===== config.mk =====
export PLATFORM = sky130hd
export DESIGN_NAME = reciprocal_frequency_meter_flat
export DESIGN_NICKNAME = d
export VERILOG_FILES = /design/src/hw/rtl/rfm_pkg.sv /design/src/hw/rtl/rfm_in_if.sv /design/src/hw/rtl/rfm_out_if.sv /design/src/hw/rtl/rfm_ctrl.sv /design/src/hw/rtl/rfm_datapath.sv /design/src/hw/rtl/reciprocal_frequency_meter.sv /design/src/flat_wrapper.sv
export VERILOG_INCLUDE_DIRS = /design/src /design/src/hw/rtl
export SDC_FILE = /design/constraint.sdc
export NUM_CORES = 2
export LEC_CHECK = 0
export BUFFER_PORTS_ARGS = -buffer_cell sky130_fd_sc_hd__buf_2
export CAP_MARGIN = 20
export CELL_PAD_IN_SITES_DETAIL_PLACEMENT = 1
export CELL_PAD_IN_SITES_GLOBAL_PLACEMENT = 2
export CORE_UTILIZATION = 41
export DETAILED_ROUTE_END_ITERATION = 10
export PLACE_DENSITY = 0.81
export SETUP_SLACK_MARGIN = 0.2
export SYNTH_ARGS = -nofsm -noshare
export SYNTH_HDL_FRONTEND = slang
export SYNTH_SLANG_ARGS = --single-unit

===== constraint.sdc =====
create_clock -name i_clk -period 8.45 [get_ports i_clk]
set_input_delay 0.4225 -clock i_clk [delete_from_list [all_inputs] [get_ports i_clk]]
set_output_delay 0.4225 -clock i_clk [all_outputs]
set_load 0.1 [all_outputs]

===== src/hw/rtl/reciprocal_frequency_meter_defines.svh =====
// ----------------------------------------------------------------------------
// reciprocal frequency meter assertion macros
// shared property forms for the meter's checks
// ----------------------------------------------------------------------------
`ifndef RECIPROCAL_FREQUENCY_METER_DEFINES_SVH
`define RECIPROCAL_FREQUENCY_METER_DEFINES_SVH

// same-cycle implication, checked outside reset
`define RFM_ASSERT_NOW(lbl, clk, rst_n, ante, cons, msg) \
    lbl: assert property (@(posedge clk) disable iff (!rst_n) (ante) |-> (cons)) \
        else $error(msg);

// next-cycle implication, checked outside reset
`define RFM_ASSERT_NEXT(lbl, clk, rst_n, ante, cons, msg) \
    lbl: assert property (@(posedge clk) disable iff (!rst_n) (ante) |=> (cons)) \
        else $error(msg);

`endif


===== src/hw/rtl/rfm_pkg.sv =====
// ----------------------------------------------------------------------------
// rfm_pkg
// widths, register codes and controller/datapath types of the meter
// ----------------------------------------------------------------------------
`timescale 1ns / 1ps

package rfm_pkg;

    localparam int CAPTURE_W  = 16;
    localparam int COUNT_W    = 8;
    localparam int PERIOD_W   = 24;
    localparam int VALUE_W    = 40;
    localparam int CLOCK_W    = 32;
    localparam int WEIGHT_W   = 16;
    localparam int CFG_IDX_W  = 1;
    localparam int CFG_DATA_W = 32;

    // multiplier split: 40-bit operand in two 20-bit halves, 17-bit weight
    localparam int MUL_HALF_W = 20;
    localparam int MUL_B_W    = 17;
    localparam int MUL_P_W    = MUL_HALF_W + MUL_B_W;
    localparam int ACC_W      = 58;
    localparam int MUL_STEPS  = 4;
    localparam int AVG_SHIFT  = 16;

    localparam logic [CFG_IDX_W-1:0] REG_CLOCK_RATE = 1'd0;
    localparam logic [CFG_IDX_W-1:0] REG_WEIGHT     = 1'd1;

    localparam logic OP_TICK    = 1'b0;
    localparam logic OP_CAPTURE = 1'b1;

    localparam logic [CLOCK_W-1:0]  CLOCK_RATE_RESET = 32'd16000000;
    localparam logic [WEIGHT_W-1:0] WEIGHT_RESET     = 16'd3277;
    localparam logic [MUL_B_W-1:0]  WEIGHT_ONE       = 17'd65536;
    localparam logic [ACC_W-1:0]    ROUND_HALF       = 58'd32768;

    typedef enum logic [1:0] {
        MS_OLD_LO = 2'd0,
        MS_OLD_HI = 2'd1,
        MS_NEW_LO = 2'd2,
        MS_NEW_HI = 2'd3
    } t_mul_sel;

    typedef struct packed {
        logic     tick;
        logic     capture;
        logic     div_step;
        logic     mul_step;
        t_mul_sel mul_sel;
        logic     acc_add;
        logic     out_load;
    } t_cmd;

    typedef struct packed {
        logic period_zero;
    } t_sts;

endpackage


===== src/hw/rtl/rfm_in_if.sv =====
// ----------------------------------------------------------------------------
// rfm_in_if
// event request channel: tick or capture with timer value
// ----------------------------------------------------------------------------
`timescale 1ns / 1ps

interface rfm_in_if import rfm_pkg::*; ();
    logic                 valid;
    logic                 ready;
    logic                 opcode;
    logic [CAPTURE_W-1:0] capture_time;

    modport source (output valid, output opcode, output capture_time, input ready);
    modport sink   (input valid, input opcode, input capture_time, output ready);
endinterface


===== src/hw/rtl/rfm_out_if.sv =====
// ----------------------------------------------------------------------------
// rfm_out_if
// result request channel: period, instant and averaged frequency
// ----------------------------------------------------------------------------
`timescale 1ns / 1ps

interface rfm_out_if import rfm_pkg::*; ();
    logic                valid;
    logic                ready;
    logic [PERIOD_W-1:0] period_ticks;
    logic [VALUE_W-1:0]  frequency_now;
    logic [VALUE_W-1:0]  avg_frequency;

    modport source (output valid, output period_ticks, output frequency_now,
                    output avg_frequency, input ready);
    modport sink   (input valid, input period_ticks, input frequency_now,
                    input avg_frequency, output ready);
endinterface


===== src/hw/rtl/rfm_ctrl.sv =====
// ----------------------------------------------------------------------------
// rfm_ctrl
// sequencer: accept, divide steps, multiply-accumulate steps, result hand-off
// ----------------------------------------------------------------------------
`timescale 1ns / 1ps

module rfm_ctrl import rfm_pkg::*; #(
    parameter int NUM_W = 40
) (
    input  logic i_clk,
    input  logic i_rst_n,
    input  logic i_in_valid,
    input  logic i_in_opcode,
    output logic o_in_ready,
    output logic o_out_valid,
    input  logic i_out_ready,
    input  t_sts i_sts,
    output t_cmd o_cmd
);

    localparam int CNT_W = $clog2(NUM_W);
    localparam logic [CNT_W-1:0] DIV_LAST = CNT_W'(NUM_W - 1);
    localparam logic [CNT_W-1:0] MUL_LAST = CNT_W'(MUL_STEPS);

    typedef enum logic [1:0] {
        S_IDLE,
        S_DIV,
        S_MUL,
        S_DONE
    } t_state;

    t_state           r_state, n_state;
    logic [CNT_W-1:0] r_cnt, n_cnt;
    logic             r_out_valid, n_out_valid;
    logic             w_accept;
    logic             w_out_free;

    assign o_in_ready  = (r_state == S_IDLE);
    assign o_out_valid = r_out_valid;
    assign w_accept    = i_in_valid && o_in_ready;
    assign w_out_free  = !r_out_valid || i_out_ready;

    always_comb begin
        n_state     = r_state;
        n_cnt       = r_cnt;
        n_out_valid = r_out_valid && !i_out_ready;
        o_cmd       = '0;
        o_cmd.mul_sel = t_mul_sel'(r_cnt[1:0]);
        unique case (r_state)
            S_IDLE: begin
                if (w_accept) begin
                    if (i_in_opcode == OP_CAPTURE) begin
                        o_cmd.capture = 1'b1;
                        n_cnt = '0;
                        if (!i_sts.period_zero) begin
                            n_state = S_DIV;
                        end
                    end else begin
                        o_cmd.tick = 1'b1;
                    end
                end
            end
            S_DIV: begin
                o_cmd.div_step = 1'b1;
                n_cnt = r_cnt + 1'b1;
                if (r_cnt == DIV_LAST) begin
                    n_cnt   = '0;
                    n_state = S_MUL;
                end
            end
            S_MUL: begin
                // product of step k is registered, then added to the accumulator in the next step
                o_cmd.mul_step = (r_cnt != MUL_LAST);
                o_cmd.acc_add  = (r_cnt != '0);
                n_cnt = r_cnt + 1'b1;
                if (r_cnt == MUL_LAST) begin
                    n_cnt   = '0;
                    n_state = S_DONE;
                end
            end
            S_DONE: begin
                if (w_out_free) begin
                    o_cmd.out_load = 1'b1;
                    n_out_valid    = 1'b1;
                    n_state        = S_IDLE;
                end
            end
            default: begin
                n_state = S_IDLE;
            end
        endcase
    end

    always_ff @(posedge i_clk) begin
        if (!i_rst_n) begin
            r_state     <= S_IDLE;
            r_cnt       <= '0;
            r_out_valid <= 1'b0;
        end else begin
            r_state     <= n_state;
            r_cnt       <= n_cnt;
            r_out_valid <= n_out_valid;
        end
    end

endmodule


===== src/hw/rtl/rfm_datapath.sv =====
// ----------------------------------------------------------------------------
// rfm_datapath
// period arithmetic, restoring divider, shared multiplier and result registers
// ----------------------------------------------------------------------------
`timescale 1ns / 1ps

module rfm_datapath import rfm_pkg::*; #(
    parameter int COUNTER_WIDTH = 16,
    parameter int FRACTION_BITS = 8
) (
    input  logic                  i_clk,
    input  logic                  i_rst_n,
    input  t_cmd                  i_cmd,
    output t_sts                  o_sts,
    input  logic                  i_cfg_we,
    input  logic [CFG_IDX_W-1:0]  i_cfg_index,
    input  logic [CFG_DATA_W-1:0] i_cfg_data,
    input  logic [CAPTURE_W-1:0]  i_capture_time,
    output logic [PERIOD_W-1:0]   o_period_ticks,
    output logic [VALUE_W-1:0]    o_frequency_now,
    output logic [VALUE_W-1:0]    o_avg_frequency
);

    localparam int NUM_W = CLOCK_W + FRACTION_BITS;
    localparam int AW    = (COUNTER_WIDTH + COUNT_W > PERIOD_W) ?
                           (COUNTER_WIDTH + COUNT_W) : PERIOD_W;
    localparam int QX    = ((NUM_W > VALUE_W) ? NUM_W : VALUE_W) + 1;
    localparam logic [CAPTURE_W-1:0] CAP_MASK = (COUNTER_WIDTH >= CAPTURE_W) ?
        {CAPTURE_W{1'b1}} : CAPTURE_W'((64'd1 << COUNTER_WIDTH) - 64'd1);

    logic [CLOCK_W-1:0]   r_clock_rate;
    logic [WEIGHT_W-1:0]  r_weight;
    logic [CAPTURE_W-1:0] r_last_cap;
    logic [COUNT_W-1:0]   r_ovf_cnt;
    logic [VALUE_W-1:0]   r_smooth;
    logic [PERIOD_W-1:0]  r_period;
    logic [PERIOD_W-1:0]  r_rem;
    logic [NUM_W-1:0]     r_quo;
    logic [ACC_W-1:0]     r_prod;
    logic [ACC_W-1:0]     r_acc;
    logic [PERIOD_W-1:0]  r_out_period;
    logic [VALUE_W-1:0]   r_out_freq;
    logic [VALUE_W-1:0]   r_out_smooth;

    logic [CAPTURE_W-1:0]  w_cap;
    logic [AW-1:0]         w_sum;
    logic [PERIOD_W-1:0]   w_period;
    logic [PERIOD_W:0]     w_rem_sh;
    logic [PERIOD_W:0]     w_rem_sub;
    logic                  w_ge;
    logic [QX-1:0]         w_quo_ext;
    logic [VALUE_W-1:0]    w_freq;
    logic [MUL_B_W-1:0]    w_wc;
    logic [MUL_HALF_W-1:0] w_mul_a;
    logic [MUL_B_W-1:0]    w_mul_b;
    logic [MUL_P_W-1:0]    w_mul_p;
    logic [VALUE_W-1:0]    w_blend;

    // period = capture + count * 2^counter_width - last capture, mod 2^24
    assign w_cap    = i_capture_time & CAP_MASK;
    assign w_sum    = (AW'(r_ovf_cnt) << COUNTER_WIDTH) + AW'(w_cap) - AW'(r_last_cap);
    assign w_period = w_sum[PERIOD_W-1:0];
    assign o_sts.period_zero = (w_period == '0);

    // one restoring step: shift in the next numerator bit
    assign w_rem_sh  = {r_rem, r_quo[NUM_W-1]};
    assign w_rem_sub = w_rem_sh - {1'b0, r_period};
    assign w_ge      = (w_rem_sh >= {1'b0, r_period});

    // saturate a quotient wider than 40 bits
    assign w_quo_ext = QX'(r_quo);
    assign w_freq    = (|w_quo_ext[QX-1:VALUE_W]) ? {VALUE_W{1'b1}} :
                       w_quo_ext[VALUE_W-1:0];

    assign w_wc = WEIGHT_ONE - MUL_B_W'(r_weight);

    always_comb begin
        case (i_cmd.mul_sel)
            MS_OLD_LO: begin
                w_mul_a = r_smooth[MUL_HALF_W-1:0];
                w_mul_b = w_wc;
            end
            MS_OLD_HI: begin
                w_mul_a = r_smooth[VALUE_W-1:MUL_HALF_W];
                w_mul_b = w_wc;
            end
            MS_NEW_LO: begin
                w_mul_a = w_freq[MUL_HALF_W-1:0];
                w_mul_b = MUL_B_W'(r_weight);
            end
            default: begin
                w_mul_a = w_freq[VALUE_W-1:MUL_HALF_W];
                w_mul_b = MUL_B_W'(r_weight);
            end
        endcase
    end

    assign w_mul_p = MUL_P_W'(w_mul_a) * MUL_P_W'(w_mul_b);
    assign w_blend = r_acc[AVG_SHIFT +: VALUE_W];

    always_ff @(posedge i_clk) begin
        if (!i_rst_n) begin
            r_clock_rate <= CLOCK_RATE_RESET;
            r_weight     <= WEIGHT_RESET;
            r_last_cap   <= '0;
            r_ovf_cnt    <= '0;
            r_smooth     <= '0;
        end else begin
            if (i_cfg_we) begin
                unique case (i_cfg_index)
                    REG_CLOCK_RATE: r_clock_rate <= i_cfg_data;
                    REG_WEIGHT:     r_weight     <= i_cfg_data[WEIGHT_W-1:0];
                endcase
            end
            if (i_cmd.tick) begin
                r_ovf_cnt <= r_ovf_cnt + 1'b1;
            end
            if (i_cmd.capture) begin
                r_last_cap <= w_cap;
                r_ovf_cnt  <= '0;
            end
            if (i_cmd.out_load) begin
                r_smooth <= w_blend;
            end
        end
    end

    always_ff @(posedge i_clk) begin
        if (i_cmd.capture) begin
            r_period <= w_period;
            r_rem    <= '0;
            r_quo    <= NUM_W'(r_clock_rate) << FRACTION_BITS;
            r_acc    <= ROUND_HALF;
        end
        if (i_cmd.div_step) begin
            r_rem <= w_ge ? w_rem_sub[PERIOD_W-1:0] : w_rem_sh[PERIOD_W-1:0];
            r_quo <= {r_quo[NUM_W-2:0], w_ge};
        end
        if (i_cmd.mul_step) begin
            if (i_cmd.mul_sel == MS_OLD_HI || i_cmd.mul_sel == MS_NEW_HI) begin
                r_prod <= ACC_W'(w_mul_p) << MUL_HALF_W;
            end else begin
                r_prod <= ACC_W'(w_mul_p);
            end
        end
        if (i_cmd.acc_add) begin
            r_acc <= r_acc + r_prod;
        end
        if (i_cmd.out_load) begin
            r_out_period <= r_period;
            r_out_freq   <= w_freq;
            r_out_smooth <= w_blend;
        end
    end

    assign o_period_ticks  = r_out_period;
    assign o_frequency_now = r_out_freq;
    assign o_avg_frequency = r_out_smooth;

endmodule


===== src/hw/rtl/reciprocal_frequency_meter.sv =====
// ----------------------------------------------------------------------------
// reciprocal_frequency_meter
// period capture, reciprocal division and exponential averaging of frequency
// ----------------------------------------------------------------------------
//   channel    dir  payload                                         handshake
//   i_item     in   opcode, capture_time                            valid/ready
//   o_result   out  period_ticks, frequency_now, avg_frequency      valid/ready
//   i_cfg_*    in   index 0 clock_rate, index 1 smoothing_weight    write enable
//
// a tick, or a capture with zero period, leaves the block idle and ready
// a capture with a result runs the restoring divider, one quotient bit a
// cycle, then four steps of the shared 20x17 multiplier and a final
// accumulate step
// the result register parts the sides: a finished result waits there while
// the next request is taken; a later result waits until it is taken
// synchronous active-low reset, no clearing pass
// ----------------------------------------------------------------------------
`timescale 1ns / 1ps
`include "reciprocal_frequency_meter_defines.svh"

module reciprocal_frequency_meter import rfm_pkg::*; #(
    parameter int COUNTER_WIDTH = 16,
    parameter int FRACTION_BITS = 8
) (
    input  logic                  i_clk,
    input  logic                  i_rst_n,
    rfm_in_if.sink                i_item,
    rfm_out_if.source             o_result,
    input  logic                  i_cfg_we,
    input  logic [CFG_IDX_W-1:0]  i_cfg_index,
    input  logic [CFG_DATA_W-1:0] i_cfg_data
);

    // numerator is clock_rate shifted up by the fraction bits
    localparam int NUM_W = CLOCK_W + FRACTION_BITS;

    t_cmd w_cmd;
    t_sts w_sts;

    // sequencer: owns ready, result valid and all step counting
    rfm_ctrl #(
        .NUM_W (NUM_W)
    ) u_ctrl (
        .i_clk       (i_clk),
        .i_rst_n     (i_rst_n),
        .i_in_valid  (i_item.valid),
        .i_in_opcode (i_item.opcode),
        .o_in_ready  (i_item.ready),
        .o_out_valid (o_result.valid),
        .i_out_ready (o_result.ready),
        .i_sts       (w_sts),
        .o_cmd       (w_cmd)
    );

    // datapath: registers, period math, divider, multiplier, result register
    rfm_datapath #(
        .COUNTER_WIDTH (COUNTER_WIDTH),
        .FRACTION_BITS (FRACTION_BITS)
    ) u_datapath (
        .i_clk           (i_clk),
        .i_rst_n         (i_rst_n),
        .i_cmd           (w_cmd),
        .o_sts           (w_sts),
        .i_cfg_we        (i_cfg_we),
        .i_cfg_index     (i_cfg_index),
        .i_cfg_data      (i_cfg_data),
        .i_capture_time  (i_item.capture_time),
        .o_period_ticks  (o_result.period_ticks),
        .o_frequency_now (o_result.frequency_now),
        .o_avg_frequency (o_result.avg_frequency)
    );

    // no request is taken while the divider or multiplier is busy
    `RFM_ASSERT_NOW(a_no_accept_busy, i_clk, i_rst_n, i_item.valid && i_item.ready, !w_cmd.div_step && !w_cmd.mul_step, "request accepted while busy")

    // a new result never overwrites one that is still waiting
    `RFM_ASSERT_NOW(a_no_overwrite, i_clk, i_rst_n, w_cmd.out_load, !o_result.valid || o_result.ready, "result register overwritten")

    // a capture with zero period leaves the block ready for the next request
    `RFM_ASSERT_NEXT(a_zero_period_idle, i_clk, i_rst_n, i_item.valid && i_item.ready && i_item.opcode && w_sts.period_zero, i_item.ready, "zero period started work")

endmodule


===== src/flat_wrapper.sv =====
// flat-port wrapper written by rule: the top's interface ports become plain ports
module reciprocal_frequency_meter_flat import rfm_pkg::*;
#(
    parameter int COUNTER_WIDTH = 16,
    parameter int FRACTION_BITS = 8
)
  (i_clk, i_rst_n, i_cfg_we, i_cfg_index, i_cfg_data, i_item_valid, i_item_opcode, i_item_capture_time, i_item_ready, o_result_valid, o_result_period_ticks, o_result_frequency_now, o_result_avg_frequency, o_result_ready);
  rfm_in_if i_item_i ();
  rfm_out_if o_result_i ();
  input  logic i_clk;
  input  logic i_rst_n;
  input  logic i_cfg_we;
  input  logic [CFG_IDX_W-1:0] i_cfg_index;
  input  logic [CFG_DATA_W-1:0] i_cfg_data;
  input wire logic [$bits(i_item_i.valid)-1:0] i_item_valid;
  input wire logic [$bits(i_item_i.opcode)-1:0] i_item_opcode;
  input wire logic [$bits(i_item_i.capture_time)-1:0] i_item_capture_time;
  output wire logic [$bits(i_item_i.ready)-1:0] i_item_ready;
  output wire logic [$bits(o_result_i.valid)-1:0] o_result_valid;
  output wire logic [$bits(o_result_i.period_ticks)-1:0] o_result_period_ticks;
  output wire logic [$bits(o_result_i.frequency_now)-1:0] o_result_frequency_now;
  output wire logic [$bits(o_result_i.avg_frequency)-1:0] o_result_avg_frequency;
  input wire logic [$bits(o_result_i.ready)-1:0] o_result_ready;
  assign i_item_i.valid = i_item_valid;
  assign i_item_i.opcode = i_item_opcode;
  assign i_item_i.capture_time = i_item_capture_time;
  assign i_item_ready = i_item_i.ready;
  assign o_result_valid = o_result_i.valid;
  assign o_result_period_ticks = o_result_i.period_ticks;
  assign o_result_frequency_now = o_result_i.frequency_now;
  assign o_result_avg_frequency = o_result_i.avg_frequency;
  assign o_result_i.ready = o_result_ready;
  reciprocal_frequency_meter #(.COUNTER_WIDTH(COUNTER_WIDTH), .FRACTION_BITS(FRACTION_BITS)) u_core (.i_clk(i_clk), .i_rst_n(i_rst_n), .i_item(i_item_i), .o_result(o_result_i), .i_cfg_we(i_cfg_we), .i_cfg_index(i_cfg_index), .i_cfg_data(i_cfg_data));
endmodule

; ---- Word level (Yosys, flattened, before mapping)
; Cells that the tools add are included.
[totals]
ff_bits = 429
input_bits = 55
out_inout_bits = 106
word_cells = 96
[op_classes]
n_addsub = 7
multipliers = 1
order_cmp = 1
eq_ne = 15
mux = 33
bitwise_logic = 2
reduce_logical = 19
[ops]
columns = op, n
row1 = 58-bit two-way mux, 2
row2 = 40-bit two-way mux, 2
row3 = 24-bit two-way mux, 3
row4 = 20-bit case mux with 3 select lines, 1
row5 = 58-bit adder, 1
row6 = 20-bit by 17-bit multiplier with 37-bit output, 1
row7 = 37-bit two-way mux, 1
row8 = 25-bit by 24-bit greater-or-equal comparator with 1-bit output, 1
row9 = 24-bit by 16-bit adder with 24-bit output, 1
row10 = 24-bit logical NOT, 1
row11 = 6-bit two-way mux, 4
row12 = 24-bit by 16-bit subtractor with 24-bit output, 1
row13 = 24-bit subtractor, 1
row14 = 6-bit case mux with 3 select lines, 1
row15 = 17-bit two-way mux, 1
row16 = 17-bit by 16-bit subtractor with 17-bit output (first input constant), 1
row17 = 2-bit two-way mux, 8
row18 = 2-bit != test (second input constant), 5
row19 = 1-bit two-way mux, 9
row20 = 8-bit by 1-bit adder with 8-bit output (second input constant), 1
row21 = 2-bit equality test (second input constant), 4
row22 = 2-bit case mux with 4 select lines, 1
row23 = 6-bit by 1-bit adder with 6-bit output (second input constant), 1
row24 = 6-bit by 3-bit equality test with 1-bit output (second input constant), 1
row25 = 16 further kinds, 25

; ---- Longest topological paths before layout
[logic_depth]
word_depth = 7
depth_mapped = 33
mapped_depth_nobuf = 30

; ---- By module
; From an unflattened synthesis, not the netlist that was laid out.
[hier_totals]
hier_cells = 3240
hier_area_um2 = 32804.0
[by_module_without_submodules]
columns = module, instances, cells_each, area_each_um2, seq_area_each_um2
row1 = rfm_datapath, 1, 3169, 32153.3, 11370.9
row2 = rfm_ctrl, 1, 71, 650.6, 180.2

; ---- Worst setup path after synthesis
; OpenSTA, ideal clock, no wires.
[synth_timing]
kind = flip-flop to flip-flop
from = reg u_core.u_datapath.r_weight[0]
to = reg u_core.u_datapath.r_prod[29] (data pin)
setup_time_ns = 0.270
arrival_time_ns = 7.402
required_ns = 8.180
setup_slack_ns = 0.778
path_stages_with_launch = 30
n_path_buf = 2
synth_period_minus_slack_ns = 7.672
cell_sequence = dfxtp_1 -> clkbuf_1 -> inv_1 -> ha_1 -> nand2_1 -> nor3_1 -> nand2_1 -> nor3_1 -> nor2_1 -> xnor2_1 -> clkbuf_1 -> nor2_1 -> fa_1 -> fa_1 -> fa_1 -> fa_1 -> fa_1 -> inv_1 -> fa_1 -> inv_1 -> ha_1 -> a21o_1 -> a21o_1 -> a2111oi_0 -> o21ai_0 -> nor2_1 -> o21ai_1 -> a21o_1 -> a211oi_1 -> o22ai_1
[synth_via]
elab_chain_cells = 4
[synth_rtl]
columns = item, line
row1 = "start, declared", rfm_datapath.sv:32  ; logic [WEIGHT_W-1:0] r_weight;
row2 = "start signal, assigned", rfm_datapath.sv:112  ; REG_WEIGHT: r_weight <= i_cfg_data[WEIGHT_W-1:0];
row3 = 17-bit by 16-bit subtractor with 17-bit output, rfm_datapath.sv:75  ; assign w_wc = WEIGHT_ONE - MUL_B_W'(r_weight);
row4 = 17-bit two-way mux *, rfm_datapath.sv:78  ; case (i_cmd.mul_sel)
row5 = 20-bit by 17-bit multiplier with 37-bit output *, rfm_datapath.sv:98  ; assign w_mul_p = MUL_P_W'(w_mul_a) * MUL_P_W'(w_mul_b);
row6 = 37-bit two-way mux *, rfm_datapath.sv:140  ; if (i_cmd.mul_sel == MS_OLD_HI || i_cmd.mul_sel == MS_NEW_HI) begin
row7 = "end signal, assigned", rfm_datapath.sv:141  ; r_prod <= ACC_W'(w_mul_p) << MUL_HALF_W;
row8 = "end signal, assigned", rfm_datapath.sv:143  ; r_prod <= ACC_W'(w_mul_p);
row9 = "end, declared", rfm_datapath.sv:39  ; logic [ACC_W-1:0] r_prod;
; Mark *: on every way between the ends. The rest lies on a longest branch, timed or not.
; A chain may end at the register's enable or synchronous reset.

; ---- Worst setup path after layout
[layout_timing]
from = reg u_core.u_datapath.r_weight[9]
to = reg u_core.u_datapath.r_prod[29] (data pin)
; Same word-level chain as after synthesis.

==> results.tsv <==
stage	metric	value	unit
sta	final hold slack	0.03484	ns
power	total power	10.75	mW
worst_setup_path	kind of start point of the critical path	register	
power	switch share	45.52	%
min_path	hold path cells	3	
clock_network	CTS H-tree depth	2	
finish	commonest non-fill, non-tap cell in the layout	nand2_1	
synthesis	Synth cell types	75	
placed_design	number of cells after detailed placement	4619	
die	Die W	284.9	µm
worst_setup_path	CP Max Fanout	8	
synthesis	fraction of registers with async set/reset	0	%
synthesis	YS warnings	0	
min_path	Min-Delay Path Class	input port to register	
sta	Tcrit/Tclk final	94.13	%
synthesis	Mapped Area	32820	µm²
placed_design	DP Wirelength	88.76	mm
sta	Setup violations, final	0	
sta	Max Clk Rate	125.7	MHz
finish	commonest non-fill, non-tap cells in the layout	nand2_1, inv_1, edfxtp_1, nor2_1, fa_1	
sta	Worst Max-Slew Pin Slew	0.9817	ns
routing	1st-iter DRT viols	1374	
worst_setup_path	crit end category	register	
finish	proportion of layout cells with a drive suffix above 1	11.59	%
sta	relative slew slack	34.56	%
clock_network	root buffer cell	clkbuf_16	
clock_network	CTS tree	done	
clock_network	clock tree buffer depth	3	
worst_setup_path	worst path required time	8.78	ns
sta	max-slew violation count	0	
synthesis	Post-Synthesis Cells	3452	
routing	Pre-antenna DRT Iters	5	
power	Max VDD drop	0.1965	mV
synthesis	prevailing post-synth register cell	edfxtp_1	
routing	post-route ant nets	0	
routing	final wirelength	111.2	mm
global_routing	first-pass GRT wire length	170.5	mm
sta	min cycle time layout	7.954	ns
clock_network	Clock transition at path regs	0.06	ns
min_path	Hold Path Sink	u_core.u_datapath.r_clock_rate[20]	
routing	Wirelength per Cell	23.55	µm
power	Reg power frac	28.7	%
power	P_int	5.856	mW
synthesis	Seq/Total Area, Yosys	35.20	%
power	power density over the cells	290.7	nW/µm²
placed_design	Placer Congestion	0.9134	
die	IO Count	161	
placed_design	placed cell areas	35120	µm²
routing	DR vias	25665	
power	combinational power share	51.0	%
die	Initial Utilization	41.48	%
global_routing	largest net degree at the start of global routing	116	
global_routing	GRT Total Usage	27.54	%
synthesis	#FFs+latches synth	425	
synthesis	Avg Inst Size Synth	9.507	µm²
finish	Net count, final	4171	
sta	TNS Setup	0	ns
finish	fin cells	4719	
sta	RSZ-0062 raised after global routing	no	
die	die area	81180	µm²
clock_network	Sink Count	425	
routing	Vias per Instance	5.439	
sta	final worst clock skew	0.05181	ns
finish	final core occ	46.73	%
die	core footprint	79130	µm²
placed_design	setup slack at placement	0.2480	ns
clock_network	number of CTS-inserted buffers	50	
synthesis	ranking of synthesized cells by area	edfxtp_1, fa_1, ha_1	
sta	final setup margin	0.4959	ns
min_path	hold_sp	i_cfg_data[20]	
power	Psw	4.893	mW
sta	final hold vios	0	
synthesis	Synth area leader	edfxtp_1	
global_routing	GRT Residual Overflow	0	
worst_setup_path	flop-to-flop setup slack	0.50	ns
worst_setup_path	r2r startpoint	u_core.u_datapath.r_weight[9]	
die	Rows	103	
run	max-cap viol count	0	
global_routing	number of antenna violations at the first check in global routing	2	
worst_setup_path	reg2reg path depth	23	
finish	fillers	9066	
synthesis	EDFF count, synth	304	
finish	post-route cell area	36980	µm²
clock_network	worst skew pair latency	0.63	ns
status	status	complete, no violations	
global_routing	vias in the first global route	27752	
worst_setup_path	Crit Path Class	register to register	
worst_setup_path	Worst EP arrival	8.29	ns
die	Die Height	284.9	µm
synthesis	post-synth top area share	27.82	%
finish	Area growth syn-to-layout	12.68	%
synthesis	net count after synthesis	3996	
power	Clk pwr share	20.3	%
placed_design	port bufs	160	
worst_setup_path	FF-to-FF End	u_core.u_datapath.r_prod[29]	
power	Lkg Pwr	15.92	nW
routing	# DRC	0	
[power groups by stage]
| stage | sequential [mW] | combinational (mW) | clock, mW |
|---|---|---|---|
| after floorplan | 3.11 | 3.45 | 0 |
| after global placement | 3.12 | 5.30 | 0 |
| after detailed placement | 3.13 | 5.42 | 0 |
| after CTS | 3.09 | 5.48 | 2.22 |
| after global routing | 3.11 | 6.04 | 2.29 |
| final | 3.09 | 5.48 | 2.18 |
[cells in the mapped netlist, drive strengths merged (7+ instances only)]
cell	n
nand2	574
inv	445
edfxtp	304
nor2	292
fa	272
ha	217
a21oi	149
dfxtp	121
clkbuf	115
a21boi	97
o21ai	84
nand3	70
xnor2	64
xor2	56
nor3	55
mux2	51
a21o	47
and2	47
mux2i	37
o21a	28
a211oi	27
nand2b	22
o211ai	20
nand4	18
o21bai	18
a22oi	17
nor2b	17
or3	16
and3	15
buf	14
a31oi	12
nor3b	12
or2	12
nor4	10
o31ai	9
o31a	7
[metal layers]
metal	global-route usage [%]	vias to the layer above	wire length, µm
li1	-	11877	-
met1	34.81	13141	46560
met2	49.46	491	56930
met3	3.320	154	4601
met4	7.406	2	3056
met5	0	-	10
[how the worst max path moves through the flow]
stage	startpoint	end	depth (start not counted)
after CTS	u_core.u_datapath.r_weight[9]	u_core.u_datapath.r_prod[36]	25
after detailed placement	u_core.u_datapath.r_weight[2]	u_core.u_datapath.r_prod[29]	25
after global placement	u_core.u_datapath.r_weight[2]	u_core.u_datapath.r_prod[29]	25
after global routing	u_core.u_ctrl.r_cnt[0]	u_core.u_datapath.r_prod[29]	27
after floorplan	u_core.u_datapath.r_weight[0]	u_core.u_datapath.r_prod[29]	29
final	u_core.u_datapath.r_weight[9]	u_core.u_datapath.r_prod[29]	23
[state kept, by name (all words and copies together) (netlist names), 6 cells and up]
| name | count |
|---|---|
| u_core.u_datapath.r_period | 24 |
| u_core.u_datapath.r_ovf_cnt | 8 |
| u_core.u_datapath.r_quo | 40 |
| u_core.u_datapath.o_period_ticks | 24 |
| u_core.u_datapath.o_avg_frequency | 40 |
| u_core.u_datapath.r_clock_rate | 32 |
| u_core.u_datapath.r_weight | 16 |
| u_core.u_datapath.r_last_cap | 16 |
| u_core.u_datapath.r_rem | 24 |
| u_core.u_datapath.r_prod | 56 |
| u_core.u_ctrl.r_cnt | 6 |
| u_core.u_datapath.r_acc | 56 |
| u_core.u_datapath.o_frequency_now | 40 |
| u_core.u_datapath.r_smooth | 40 |
[worst max-delay path: stages (launching register included)]
cell and delay, ns:
dfxtp_1 0.42, or4_1 0.63, nor3_2 0.21, a21oi_1 0.18, xnor2_2 0.34, nor2_1 0.12
fa_1 0.51, fa_1 0.56, fa_1 0.55, fa_1 0.54, fa_1 0.57, inv_1 0.06
fa_1 0.56, inv_1 0.05, ha_1 0.31, a21o_1 0.19, a21o_1 0.18, a2111oi_0 0.37
o21ai_0 0.18, nor2_2 0.35, o21ai_1 0.17, a21o_1 0.21, a211oi_2 0.26, o22ai_1 0.14
[what timing repair did]
action	in CTS	in global routing
hold buffers	3	0
hold endpoints to repair	3	0
setup endpoints to repair	2	22
buffers inserted	0	2
pin swaps	0	2
gates resized for setup	2	27
[cell families after synthesis]
family	synth area share [%]
and+or+nand+nor	15.57
AOI/OAI and AO/OA	11.68
buffers and inverters	6.603
adders and majority gates	24.86
DFF	35.20
xor gates and xnor gates	3.202
muxes	2.878
[layout make-up]
| class | instances | area, µm² | share of cell area, % |
|---|---|---|---|
| Tap cell | 1050 | 1314 | 3.553 |
| Sequential cell | 425 | 11550 | 31.24 |
| Clock buffer | 63 | 1300 | 3.515 |
| Multi-Input combinational cell | 2452 | 19260 | 52.09 |
| Clock inverter | 30 | 344.1 | 0.9304 |
| Antenna cell | 1 | 2.502 | 0.006767 |
| Timing Repair Buffer | 252 | 1526 | 4.128 |
| Inverter | 446 | 1679 | 4.541 |
(Power assumes the default switching activity.)
